### config.mk
export PLATFORM = sky130hd
export DESIGN_NAME = fpga_config_nibble_loader_unit_flat
export DESIGN_NICKNAME = d
export VERILOG_FILES = /design/src/rtl/fnl_pkg.sv /design/src/rtl/fnl_if.sv /design/src/rtl/fnl_front.sv /design/src/rtl/fnl_cmd_fifo.sv /design/src/rtl/fnl_back.sv /design/src/rtl/fpga_config_nibble_loader_unit.sv /design/src/flat_wrapper.sv
export SDC_FILE = /design/constraint.sdc
export NUM_CORES = 1
export LEC_CHECK = 0
export CAP_MARGIN = 15
export CORE_AREA = 2 2 113 88
export DETAILED_ROUTE_END_ITERATION = 7
export DIE_AREA = 0 0 115 90
export DONT_BUFFER_PORTS = 1
export MAX_ROUTING_LAYER = met4
export PLACE_DENSITY_LB_ADDON = 0.3
export SYNTH_ARGS = -nofsm -noshare
export SYNTH_HDL_FRONTEND = slang
export SYNTH_SLANG_ARGS = --single-unit
### constraint.sdc
create_clock -name clk_i -period 3 [get_ports clk_i]
set_input_delay 0.3 -clock clk_i [delete_from_list [all_inputs] [get_ports clk_i]]
set_output_delay 0.3 -clock clk_i [all_outputs]
set_load 0.03 [all_outputs]
### src/rtl/fnl_pkg.sv
// Package for the configuration nibble loader: request and outcome codes,
// command type passed from front to back, pin masks and the nibble reverse.
// No dependencies.
package fnl_pkg;

  localparam int unsigned CfgIdxW  = 2;
  localparam int unsigned CfgDataW = 10;
  localparam int unsigned QDepth   = 2;
  localparam int unsigned QPtrW    = $clog2(QDepth);
  localparam int unsigned QCntW    = $clog2(QDepth + 1);

  localparam logic [1:0] REQ_START = 2'd0;
  localparam logic [1:0] REQ_DATA  = 2'd1;
  localparam logic [1:0] REQ_POLL  = 2'd2;

  localparam logic [CfgIdxW-1:0] CFG_INIT_LIMIT = 2'd0;
  localparam logic [CfgIdxW-1:0] CFG_DONE_LIMIT = 2'd1;
  localparam logic [CfgIdxW-1:0] CFG_CONFIRM    = 2'd2;

  localparam logic [7:0] INIT_LIMIT_RST = 8'd10;
  localparam logic [9:0] DONE_LIMIT_RST = 10'd100;
  localparam logic [7:0] CONFIRM_RST    = 8'd10;

  localparam logic [1:0] OUT_BUSY      = 2'd0;
  localparam logic [1:0] OUT_OK        = 2'd1;
  localparam logic [1:0] OUT_INIT_TO   = 2'd2;
  localparam logic [1:0] OUT_DONE_FAIL = 2'd3;

  // pin word: [3:0] data, [4] clock, [5] chip select, [6] program control
  localparam logic [6:0] PIN_CS_M = 7'h20;
  localparam logic [6:0] PIN_PB_M = 7'h40;

  typedef enum logic [1:0] {
    CMD_START,
    CMD_DATA,
    CMD_TIMEOUT,
    CMD_FINISH
  } cmd_kind_e;

  typedef struct packed {
    cmd_kind_e  kind;
    logic [7:0] data;
    logic [1:0] outcome;
  } cmd_t;

  typedef struct packed {
    logic full;
    logic empty;
  } q_stat_t;

  function automatic logic [3:0] rev4(input logic [3:0] n);
    rev4 = {n[0], n[1], n[2], n[3]};
  endfunction

endpackage

### src/rtl/fnl_if.sv
// Request and result channel interfaces of the nibble loader.
// No dependencies.
interface fnl_req_if;
  logic       valid;
  logic       ready;
  logic [1:0] req_type;
  logic [7:0] data_byte;
  logic       data_last;
  logic       init_b;
  logic       done_in;

  modport source (output valid, req_type, data_byte, data_last, init_b, done_in,
                  input ready);
  modport sink (input valid, req_type, data_byte, data_last, init_b, done_in,
                output ready);
endinterface

interface fnl_res_if;
  logic       valid;
  logic       ready;
  logic       ctrl_write;
  logic       chip_select;
  logic       prog_ctl;
  logic [3:0] cfg_data;
  logic       cfg_clock;
  logic [1:0] outcome;
  logic       run_last;

  modport source (output valid, ctrl_write, chip_select, prog_ctl, cfg_data,
                  cfg_clock, outcome, run_last, input ready);
  modport sink (input valid, ctrl_write, chip_select, prog_ctl, cfg_data,
                cfg_clock, outcome, run_last, output ready);
endinterface

### src/rtl/fnl_front.sv
// Front end: accepts request beats, runs the phase and poll counters,
// holds the limit registers and issues commands. Uses fnl_pkg, fnl_if.
module fnl_front (
  input  logic                         clk_i,
  input  logic                         rst_ni,
  fnl_req_if.sink                      req_i,
  input  logic                         cfg_we_i,
  input  logic [fnl_pkg::CfgIdxW-1:0]  cfg_idx_i,
  input  logic [fnl_pkg::CfgDataW-1:0] cfg_data_i,
  input  fnl_pkg::q_stat_t             stat_i,
  output logic                         push_o,
  output fnl_pkg::cmd_t                cmd_o
);
  import fnl_pkg::*;

  localparam logic [2:0] PH_IDLE      = 3'd0;
  localparam logic [2:0] PH_WINIT     = 3'd1;
  localparam logic [2:0] PH_WINIT_E   = 3'd2;
  localparam logic [2:0] PH_DATA      = 3'd3;
  localparam logic [2:0] PH_WDONE     = 3'd4;
  localparam logic [2:0] PH_CONFIRM   = 3'd5;

  logic [2:0] phase_q, phase_d;
  logic [9:0] poll_q, poll_d, poll_inc;
  logic [7:0] conf_q, conf_d, conf_inc;
  logic [7:0] init_lim_q, conf_lim_q, init_lim, conf_lim;
  logic [9:0] done_lim_q, done_lim;
  logic       acc;

  assign req_i.ready = !stat_i.full;
  assign acc         = req_i.valid && req_i.ready;
  assign poll_inc    = poll_q + 10'd1;
  assign conf_inc    = conf_q + 8'd1;
  assign init_lim    = (init_lim_q == '0) ? 8'd1 : init_lim_q;
  assign done_lim    = (done_lim_q == '0) ? 10'd1 : done_lim_q;
  assign conf_lim    = (conf_lim_q == '0) ? 8'd1 : conf_lim_q;

  always_comb begin
    phase_d = phase_q;
    poll_d  = poll_q;
    conf_d  = conf_q;
    push_o  = 1'b0;
    cmd_o   = '{kind: CMD_START, data: req_i.data_byte, outcome: OUT_BUSY};
    if (acc) begin
      unique case (req_i.req_type)
        REQ_START: begin
          push_o  = 1'b1;
          phase_d = req_i.data_last ? PH_WINIT_E : PH_WINIT;
          poll_d  = '0;
          conf_d  = '0;
        end
        REQ_DATA: begin
          if (phase_q == PH_DATA) begin
            push_o     = 1'b1;
            cmd_o.kind = CMD_DATA;
            if (req_i.data_last) begin
              phase_d = PH_WDONE;
              poll_d  = '0;
            end
          end
        end
        REQ_POLL: begin
          unique case (phase_q)
            PH_WINIT, PH_WINIT_E: begin
              if (req_i.init_b) begin
                phase_d = (phase_q == PH_WINIT_E) ? PH_WDONE : PH_DATA;
                poll_d  = '0;
              end else if (poll_inc >= {2'b00, init_lim}) begin
                phase_d       = PH_IDLE;
                poll_d        = '0;
                push_o        = 1'b1;
                cmd_o.kind    = CMD_TIMEOUT;
                cmd_o.outcome = OUT_INIT_TO;
              end else begin
                poll_d = poll_inc;
              end
            end
            PH_WDONE: begin
              poll_d = poll_inc;
              if (req_i.done_in || poll_inc >= done_lim) begin
                phase_d = PH_CONFIRM;
                conf_d  = '0;
              end
            end
            PH_CONFIRM: begin
              if (req_i.done_in && conf_inc < conf_lim) begin
                conf_d = conf_inc;
              end else begin
                phase_d       = PH_IDLE;
                poll_d        = '0;
                conf_d        = '0;
                push_o        = 1'b1;
                cmd_o.kind    = CMD_FINISH;
                cmd_o.outcome = req_i.done_in ? OUT_OK : OUT_DONE_FAIL;
              end
            end
            default: ;
          endcase
        end
        default: ;
      endcase
    end
  end

  always_ff @(posedge clk_i or negedge rst_ni) begin
    if (!rst_ni) begin
      phase_q <= PH_IDLE;
      poll_q  <= '0;
      conf_q  <= '0;
    end else begin
      phase_q <= phase_d;
      poll_q  <= poll_d;
      conf_q  <= conf_d;
    end
  end

  always_ff @(posedge clk_i or negedge rst_ni) begin
    if (!rst_ni) begin
      init_lim_q <= INIT_LIMIT_RST;
      done_lim_q <= DONE_LIMIT_RST;
      conf_lim_q <= CONFIRM_RST;
    end else if (cfg_we_i) begin
      unique case (cfg_idx_i)
        CFG_INIT_LIMIT: init_lim_q <= cfg_data_i[7:0];
        CFG_DONE_LIMIT: done_lim_q <= cfg_data_i[9:0];
        CFG_CONFIRM:    conf_lim_q <= cfg_data_i[7:0];
        default: ;
      endcase
    end
  end

endmodule

### src/rtl/fnl_cmd_fifo.sv
// Short command queue between front and back ends.
// Uses fnl_pkg.
module fnl_cmd_fifo (
  input  logic             clk_i,
  input  logic             rst_ni,
  input  logic             push_i,
  input  fnl_pkg::cmd_t    cmd_i,
  input  logic             pop_i,
  output fnl_pkg::cmd_t    head_o,
  output fnl_pkg::q_stat_t stat_o
);
  import fnl_pkg::*;

  localparam logic [QPtrW-1:0] PtrLast = QPtrW'(QDepth - 1);

  cmd_t             mem_q [QDepth];
  logic [QPtrW-1:0] wp_q, rp_q;
  logic [QCntW-1:0] cnt_q;

  assign head_o       = mem_q[rp_q];
  assign stat_o.full  = (cnt_q == QCntW'(QDepth));
  assign stat_o.empty = (cnt_q == '0);

  always_ff @(posedge clk_i) begin
    if (push_i) begin
      mem_q[wp_q] <= cmd_i;
    end
  end

  always_ff @(posedge clk_i or negedge rst_ni) begin
    if (!rst_ni) begin
      wp_q  <= '0;
      rp_q  <= '0;
      cnt_q <= '0;
    end else begin
      if (push_i) begin
        wp_q <= (wp_q == PtrLast) ? '0 : wp_q + 1'b1;
      end
      if (pop_i) begin
        rp_q <= (rp_q == PtrLast) ? '0 : rp_q + 1'b1;
      end
      if (push_i && !pop_i) begin
        cnt_q <= cnt_q + 1'b1;
      end else if (pop_i && !push_i) begin
        cnt_q <= cnt_q - 1'b1;
      end
    end
  end

`ifndef ASSERT_OFF
  a_no_push_full: assert property (@(posedge clk_i) disable iff (!rst_ni)
    push_i |-> !stat_o.full) else $error("push into full queue");
  a_no_pop_empty: assert property (@(posedge clk_i) disable iff (!rst_ni)
    pop_i |-> !stat_o.empty) else $error("pop from empty queue");
`endif

endmodule

### src/rtl/fnl_back.sv
// Back end: expands queued commands into pin-state beats, tracks the pin
// word and holds the result output register. Uses fnl_pkg, fnl_if.
module fnl_back (
  input  logic             clk_i,
  input  logic             rst_ni,
  input  fnl_pkg::cmd_t    cmd_i,
  input  fnl_pkg::q_stat_t stat_i,
  output logic             pop_o,
  fnl_res_if.source        res_o
);
  import fnl_pkg::*;

  logic [6:0] pin_q, beat_pin, out_pin_q;
  logic [1:0] cnt_q;
  logic       beat_ctrl, beat_last, load;
  logic       ov_q, ctrl_q, last_q;
  logic [1:0] outcome_q;
  logic [1:0] ctl;
  logic [3:0] hi_n, lo_n;

  assign ctl  = pin_q[6:5];
  assign hi_n = rev4(cmd_i.data[7:4]);
  assign lo_n = rev4(cmd_i.data[3:0]);

  always_comb begin
    beat_pin  = pin_q;
    beat_ctrl = 1'b0;
    beat_last = 1'b1;
    unique case (cmd_i.kind)
      CMD_START: begin
        beat_ctrl = 1'b1;
        beat_last = (cnt_q == 2'd2);
        unique case (cnt_q)
          2'd0:    beat_pin = '0;
          2'd1:    beat_pin = PIN_CS_M;
          default: beat_pin = PIN_CS_M | PIN_PB_M;
        endcase
      end
      CMD_DATA: begin
        beat_last = (cnt_q == 2'd3);
        unique case (cnt_q)
          2'd0:    beat_pin = {ctl, 1'b0, hi_n};
          2'd1:    beat_pin = {ctl, 1'b1, hi_n};
          2'd2:    beat_pin = {ctl, 1'b1, lo_n};
          default: beat_pin = {ctl, 1'b0, lo_n};
        endcase
      end
      CMD_TIMEOUT: beat_pin = pin_q;
      CMD_FINISH: begin
        beat_ctrl = 1'b1;
        beat_pin  = {2'b10, pin_q[4:0]};
      end
      default: ;
    endcase
  end

  assign load  = !stat_i.empty && (!ov_q || res_o.ready);
  assign pop_o = load && beat_last;

  always_ff @(posedge clk_i or negedge rst_ni) begin
    if (!rst_ni) begin
      pin_q <= '0;
      cnt_q <= '0;
      ov_q  <= 1'b0;
    end else begin
      if (load) begin
        pin_q <= beat_pin;
        cnt_q <= beat_last ? 2'd0 : cnt_q + 2'd1;
        ov_q  <= 1'b1;
      end else if (res_o.ready) begin
        ov_q <= 1'b0;
      end
    end
  end

  always_ff @(posedge clk_i) begin
    if (load) begin
      out_pin_q <= beat_pin;
      ctrl_q    <= beat_ctrl;
      outcome_q <= cmd_i.outcome;
      last_q    <= beat_last;
    end
  end

  assign res_o.valid       = ov_q;
  assign res_o.ctrl_write  = ctrl_q;
  assign res_o.chip_select = out_pin_q[5];
  assign res_o.prog_ctl    = out_pin_q[6];
  assign res_o.cfg_data    = out_pin_q[3:0];
  assign res_o.cfg_clock   = out_pin_q[4];
  assign res_o.outcome     = outcome_q;
  assign res_o.run_last    = last_q;

`ifndef ASSERT_OFF
  a_mid_cmd_held: assert property (@(posedge clk_i) disable iff (!rst_ni)
    cnt_q != 2'd0 |-> !stat_i.empty) else $error("command left mid expansion");
  a_fourth_beat_data: assert property (@(posedge clk_i) disable iff (!rst_ni)
    cnt_q == 2'd3 |-> cmd_i.kind == CMD_DATA) else $error("beat count overrun");
  a_busy_until_last: assert property (@(posedge clk_i) disable iff (!rst_ni)
    ov_q && !last_q |-> outcome_q == OUT_BUSY) else $error("outcome before last beat");
`endif

endmodule

### src/rtl/fpga_config_nibble_loader_unit.sv
// Top level of the configuration nibble loader: front end, command queue
// and back end. Uses fnl_pkg, fnl_if, fnl_front, fnl_cmd_fifo, fnl_back.
//
//  port        dir  beat contents
//  req_i       in   req_type, data_byte, data_last, init_b, done_in
//  res_o       out  ctrl_write, chip_select, prog_ctl, cfg_data, cfg_clock,
//                   outcome, run_last
//  cfg_*_i     in   limit register writes, no handshake
//
// Output beats leave one per cycle while the result side is ready: a data
// byte gives four beats, a start three, a timeout or finish one; polls that only advance a wait give none.
// The front takes a request each cycle while the 2-entry queue has room.
// Output register separates the result stall from the request side.
// Reset is asynchronous, active low; no clearing pass.
module fpga_config_nibble_loader_unit (
  input  logic                         clk_i,
  input  logic                         rst_ni,
  fnl_req_if.sink                      req_i,
  fnl_res_if.source                    res_o,
  input  logic                         cfg_we_i,
  input  logic [fnl_pkg::CfgIdxW-1:0]  cfg_idx_i,
  input  logic [fnl_pkg::CfgDataW-1:0] cfg_data_i
);
  import fnl_pkg::*;

  cmd_t    cmd_in, cmd_head;
  q_stat_t q_stat;
  logic    push, pop;

  fnl_front u_front (
    .clk_i      (clk_i),
    .rst_ni     (rst_ni),
    .req_i      (req_i),
    .cfg_we_i   (cfg_we_i),
    .cfg_idx_i  (cfg_idx_i),
    .cfg_data_i (cfg_data_i),
    .stat_i     (q_stat),
    .push_o     (push),
    .cmd_o      (cmd_in)
  );

  fnl_cmd_fifo u_fifo (
    .clk_i  (clk_i),
    .rst_ni (rst_ni),
    .push_i (push),
    .cmd_i  (cmd_in),
    .pop_i  (pop),
    .head_o (cmd_head),
    .stat_o (q_stat)
  );

  fnl_back u_back (
    .clk_i  (clk_i),
    .rst_ni (rst_ni),
    .cmd_i  (cmd_head),
    .stat_i (q_stat),
    .pop_o  (pop),
    .res_o  (res_o)
  );

endmodule

### src/flat_wrapper.sv
// flat-port wrapper written by rule: the top's interface ports become plain ports
module fpga_config_nibble_loader_unit_flat import fnl_pkg::*;
  (clk_i, rst_ni, cfg_we_i, cfg_idx_i, cfg_data_i, req_i_valid, req_i_req_type, req_i_data_byte, req_i_data_last, req_i_init_b, req_i_done_in, req_i_ready, res_o_valid, res_o_ctrl_write, res_o_chip_select, res_o_prog_ctl, res_o_cfg_data, res_o_cfg_clock, res_o_outcome, res_o_run_last, res_o_ready);
  fnl_req_if req_i_i ();
  fnl_res_if res_o_i ();
  input  logic clk_i;
  input  logic rst_ni;
  input  logic cfg_we_i;
  input  logic [fnl_pkg::CfgIdxW-1:0] cfg_idx_i;
  input  logic [fnl_pkg::CfgDataW-1:0] cfg_data_i;
  input wire logic [$bits(req_i_i.valid)-1:0] req_i_valid;
  input wire logic [$bits(req_i_i.req_type)-1:0] req_i_req_type;
  input wire logic [$bits(req_i_i.data_byte)-1:0] req_i_data_byte;
  input wire logic [$bits(req_i_i.data_last)-1:0] req_i_data_last;
  input wire logic [$bits(req_i_i.init_b)-1:0] req_i_init_b;
  input wire logic [$bits(req_i_i.done_in)-1:0] req_i_done_in;
  output wire logic [$bits(req_i_i.ready)-1:0] req_i_ready;
  output wire logic [$bits(res_o_i.valid)-1:0] res_o_valid;
  output wire logic [$bits(res_o_i.ctrl_write)-1:0] res_o_ctrl_write;
  output wire logic [$bits(res_o_i.chip_select)-1:0] res_o_chip_select;
  output wire logic [$bits(res_o_i.prog_ctl)-1:0] res_o_prog_ctl;
  output wire logic [$bits(res_o_i.cfg_data)-1:0] res_o_cfg_data;
  output wire logic [$bits(res_o_i.cfg_clock)-1:0] res_o_cfg_clock;
  output wire logic [$bits(res_o_i.outcome)-1:0] res_o_outcome;
  output wire logic [$bits(res_o_i.run_last)-1:0] res_o_run_last;
  input wire logic [$bits(res_o_i.ready)-1:0] res_o_ready;
  assign req_i_i.valid = req_i_valid;
  assign req_i_i.req_type = req_i_req_type;
  assign req_i_i.data_byte = req_i_data_byte;
  assign req_i_i.data_last = req_i_data_last;
  assign req_i_i.init_b = req_i_init_b;
  assign req_i_i.done_in = req_i_done_in;
  assign req_i_ready = req_i_i.ready;
  assign res_o_valid = res_o_i.valid;
  assign res_o_ctrl_write = res_o_i.ctrl_write;
  assign res_o_chip_select = res_o_i.chip_select;
  assign res_o_prog_ctl = res_o_i.prog_ctl;
  assign res_o_cfg_data = res_o_i.cfg_data;
  assign res_o_cfg_clock = res_o_i.cfg_clock;
  assign res_o_outcome = res_o_i.outcome;
  assign res_o_run_last = res_o_i.run_last;
  assign res_o_i.ready = res_o_ready;
  fpga_config_nibble_loader_unit u_core (.clk_i(clk_i), .rst_ni(rst_ni), .req_i(req_i_i), .res_o(res_o_i), .cfg_we_i(cfg_we_i), .cfg_idx_i(cfg_idx_i), .cfg_data_i(cfg_data_i));
endmodule
==> results.sh <==
export IMPL_firstDrtPassIters=4
export IMPL_gp_congestion=0.857
export IMPL_max_slew_margin=0.629
export IMPL_via_count=3758
export IMPL_floorplan_initialDensity=0.564
export IMPL_synthTopCellsByArea="dfrtp_1, edfxtp_1, ha_1"
export IMPL_root_buffer="clkbuf_16"
export IMPL_ir_drop_mv=0.327
export IMPL_synth_edff_count=35
export IMPL_timing_fmax_ghz=0.328
export IMPL_status="finished, violations left"
export IMPL_insertion_delay_ns=0.34
export IMPL_crit_path_top_delay_cell="dfrtp_1"
export IMPL_cp_end_kind="flop"
export IMPL_grt_max_degree=62
export IMPL_clockBufferDepth=2
export IMPL_clock_sinks=96
export IMPL_ant_nets=0
export IMPL_yosys_cell_types_count=64
export IMPL_crit_type="flop to flop"
export IMPL_gr_usage_all_layers=0.239
export IMPL_maxCapViolations=0
export IMPL_setup_ws_ns=-0.0461
export IMPL_min_path_type="input pin to flop"
export IMPL_ios=43
export IMPL_clk_pin_slew_ns=0.07
export IMPL_drt_iter0_drc=248
export IMPL_finalMaxSlewViolations=0
export IMPL_synth_top_area_share=0.257
export IMPL_via_per_inst=5.89
export IMPL_crit_top_cell="xor2_1"
export IMPL_syn_avg_cell_area_um2=11.5
export IMPL_diodes=0
export IMPL_routed_wl_um=11500
export IMPL_switchingPower_uw=1560
export IMPL_ys_warnings_count=0
export IMPL_post_drt_wl_per_cell_um=18.0
export IMPL_skew_ns=0.00821
export IMPL_syn_to_final_growth_pct=19.4
export IMPL_overflow=0
export IMPL_grt_pass1_vias=3723
export IMPL_rsz0062_at_grt="true"
export IMPL_cp_start_kind="flop"
export IMPL_numCtsBuffers=9
export IMPL_cp_cell_sequence="nand4_1 -> nor2_2 -> xor2_2 -> ha_1 -> and4_1 -> o2bb2ai_2 -> a31oi_4 -> nand3_2 -> a22o_1 -> buf_6 -> ha_2 -> xor2_1 -> nor2_1 -> xor2_1"
export IMPL_powerDensity_nw_per_um2=704
export IMPL_io_buffers=0
export IMPL_drc=0
export IMPL_async_flop_share=0.635
export IMPL_hold_slack_ns=0.0506
export IMPL_yosys_most_used_dff="dfrtp_1"
export IMPL_p_comb_frac=0.303
export IMPL_hpwl_um=8380
export IMPL_die_y_um=90
export IMPL_netlist_area_um2=5250
export IMPL_die_w_um=115
export IMPL_period_share=1.02
export IMPL_num_rows=31
export IMPL_grt_pass1_wl_um=18800
export IMPL_tns_ns=-0.0600
export IMPL_htreeDepth=3
export IMPL_seq_area_frac_synth=0.492
export IMPL_ys_ff_latch=96
export IMPL_pwr_share_seq=0.450
export IMPL_required_ns=3.27
export IMPL_nNetsFinal=592
export IMPL_dpl_cell_count=606
export IMPL_syn_nets=530
export IMPL_cts_tree="yes"
export IMPL_switching_share=0.353
export IMPL_hold_viol_final=0
export IMPL_critPathMaxStageDelay_ns=0.41
export IMPL_worst_pin_slew_ns=0.551
export IMPL_critPathArrivalTime_ns=3.31
export IMPL_design_area_um2=6270
export IMPL_min_period_ns=3.05
export IMPL_path_max_fanout=4
export IMPL_antenna_found_initial=0
export IMPL_synth_cells=456
export IMPL_fillers=681
export IMPL_synth_top_area_cell="dfrtp_1"
export IMPL_pre_cts_ws_ns=-0.223
export IMPL_final_layout_size_suffix_gt1_frac=0.289
export IMPL_fin_cells=638
export IMPL_setup_viol=2
export IMPL_p_leak_uw=0.00281
export IMPL_p_int_uw=2860
export IMPL_die_area_um2=10400
export IMPL_clkPwrFrac=0.247
export IMPL_core_area_um2=9310
export IMPL_violations="setup timing"
export IMPL_post_dp_cell_area_um2=5700
stage by stage:
step / utilization / total power (µW)
detailed placement: 0.612 / 3260
global route: 0.674 / 4670
global placement: 0.612 / 3190
floorplan: - / 2880
CTS: 0.664 / 4410
finish: 0.674 / 4420
cell families (layout without fill, tap and decap cells):
kind of cell,Yosys count,in the layout,share of synthesized area
fa+ha+maj,44,44,0.105
flops,96,96,0.492
xor+xnor,20,20,0.0333
mux,44,44,0.0912
compound gates,87,87,0.121
buf+inv,51,117,0.0400
simple gates,114,115,0.118
final cells by class:
cell class	instances	area (µm²)	area share
clock buffer	11	243	0.0387
sequential	96	2590	0.412
multi-input combinational	310	2610	0.415
timing repair buffer	62	508	0.0810
inverter	39	146	0.0233
tap	115	144	0.0229
clock inverter	5	41.3	0.00658
final timing paths:
kind,end,from,slack [ns],cells past startpoint
worst min register to register,u_core.u_back.pin_q[5],u_core.u_back.pin_q[5],0.51,1
worst min-delay path,u_core.u_fifo.mem_q[1][8],req_i_data_byte[6],0.05,0
min in group asynchronous,u_core.u_front.conf_lim_q[7],rst_ni,0.49,2
worst max register to register,u_core.u_fifo.cnt_q[1],u_core.u_front.poll_q[1],-0.05,14
max in group asynchronous,u_core.u_front.init_lim_q[1],rst_ni,2.21,2
worst max-delay path,u_core.u_fifo.cnt_q[1],u_core.u_front.poll_q[1],-0.05,14
registers in the layout, summed over array words and instances (netlist names), 2 cells and up:
register                     flops
u_core.u_front.init_lim_q        8
u_core.u_back.pin_q              7
u_core.u_front.conf_lim_q        8
u_core.u_fifo.cnt_q              2
u_core.u_back.res_o.outcome      2
u_core.u_front.phase_q           3
u_core.u_front.poll_q           10
u_core.u_back.out_pin_q          7
u_core.u_front.conf_q            8
u_core.u_front.done_lim_q       10
u_core.u_fifo.mem_q             24
u_core.u_back.cnt_q              2
power by group through the flow:
| stage | clock [µW] | sequential (µW) | combinational, µW |
|---|---|---|---|
| finish | 1090 | 1990 | 1340 |
| global placement | 0 | 2000 | 1190 |
| global route | 1160 | 2020 | 1490 |
| CTS | 1110 | 1990 | 1310 |
| floorplan | 0 | 1960 | 926 |
| detailed placement | 0 | 2010 | 1240 |
layout by cell type (no fill, tap or decap), types with 4 or more instances in the layout:
cell type | synthesis | layout
a21oi_1 | 10 | 8
a22o_1 | 8 | 8
a22oi_1 | 6 | 6
a41o_1 | 4 | 4
buf_4 | 1 | 57
clkbuf_16 | 0 | 9
dfrtp_1 | 54 | 54
dfstp_2 | 7 | 7
edfxtp_1 | 35 | 35
ha_1 | 44 | 40
ha_2 | 0 | 4
inv_1 | 39 | 39
mux2_2 | 29 | 29
mux2i_1 | 13 | 13
nand2_1 | 30 | 30
nand2b_1 | 4 | 4
nand3_1 | 10 | 9
nand3b_1 | 4 | 4
nand4_1 | 5 | 5
nor2_1 | 23 | 19
nor2_2 | 1 | 4
nor2b_1 | 6 | 5
nor3_1 | 8 | 7
nor3b_1 | 4 | 4
o21ai_0 | 23 | 22
o22ai_1 | 5 | 5
o31ai_1 | 4 | 4
xnor2_1 | 9 | 7
xor2_1 | 11 | 9
worst max-delay path, delay by kind of cell, from the launching register on:
family,cells,cell delay [ns]
AO/OA/AOI/OAI,3,0.57
XOR/XNOR,3,0.52
adder cells (fa/ha/maj),2,0.46
buffers and inverters,1,0.13
flip-flops,1,0.41
AND/OR/NAND/NOR,5,0.89
routing by layer:
layer	wire length, µm	global-route usage	vias to the layer above
li1	-	-	1780
met1	5550	0.344	1871
met4	203	0.0723	0
met2	5160	0.333	85
met3	587	0.0634	22
met5	0	-	-
timing repair:
item,4_1_cts,5_1_grt
endpoints found under the setup margin,34,45
buffers inserted,10,3
gates cloned,0,1
resized for setup,18,14
hold buffers,2,0
pin swaps,17,7
hold endpoints to repair,61,0
Yosys cell counts (2+ instances only):
master / count
a211o_1: 2
a211oi_1: 2
a21oi_1: 10
a22o_1: 8
a22oi_1: 6
a31oi_1: 2
a41o_1: 4
a41o_2: 2
buf_2: 3
clkbuf_1: 5
dfrtp_1: 54
dfstp_2: 7
edfxtp_1: 35
ha_1: 44
inv_1: 39
mux2_1: 2
mux2_2: 29
mux2i_1: 13
nand2_1: 30
nand2b_1: 4
nand3_1: 10
nand3_2: 2
nand3_4: 2
nand3b_1: 4
nand4_1: 5
nand4b_1: 2
nor2_1: 23
nor2b_1: 6
nor3_1: 8
nor3b_1: 4
nor4_1: 3
o211ai_1: 2
o21a_1: 3
o21ai_0: 23
o21bai_1: 3
o22ai_1: 5
o2bb2ai_1: 2
o31ai_1: 4
xnor2_1: 9
xor2_1: 11
No activity file was read; power rests on OpenSTA's default activity.
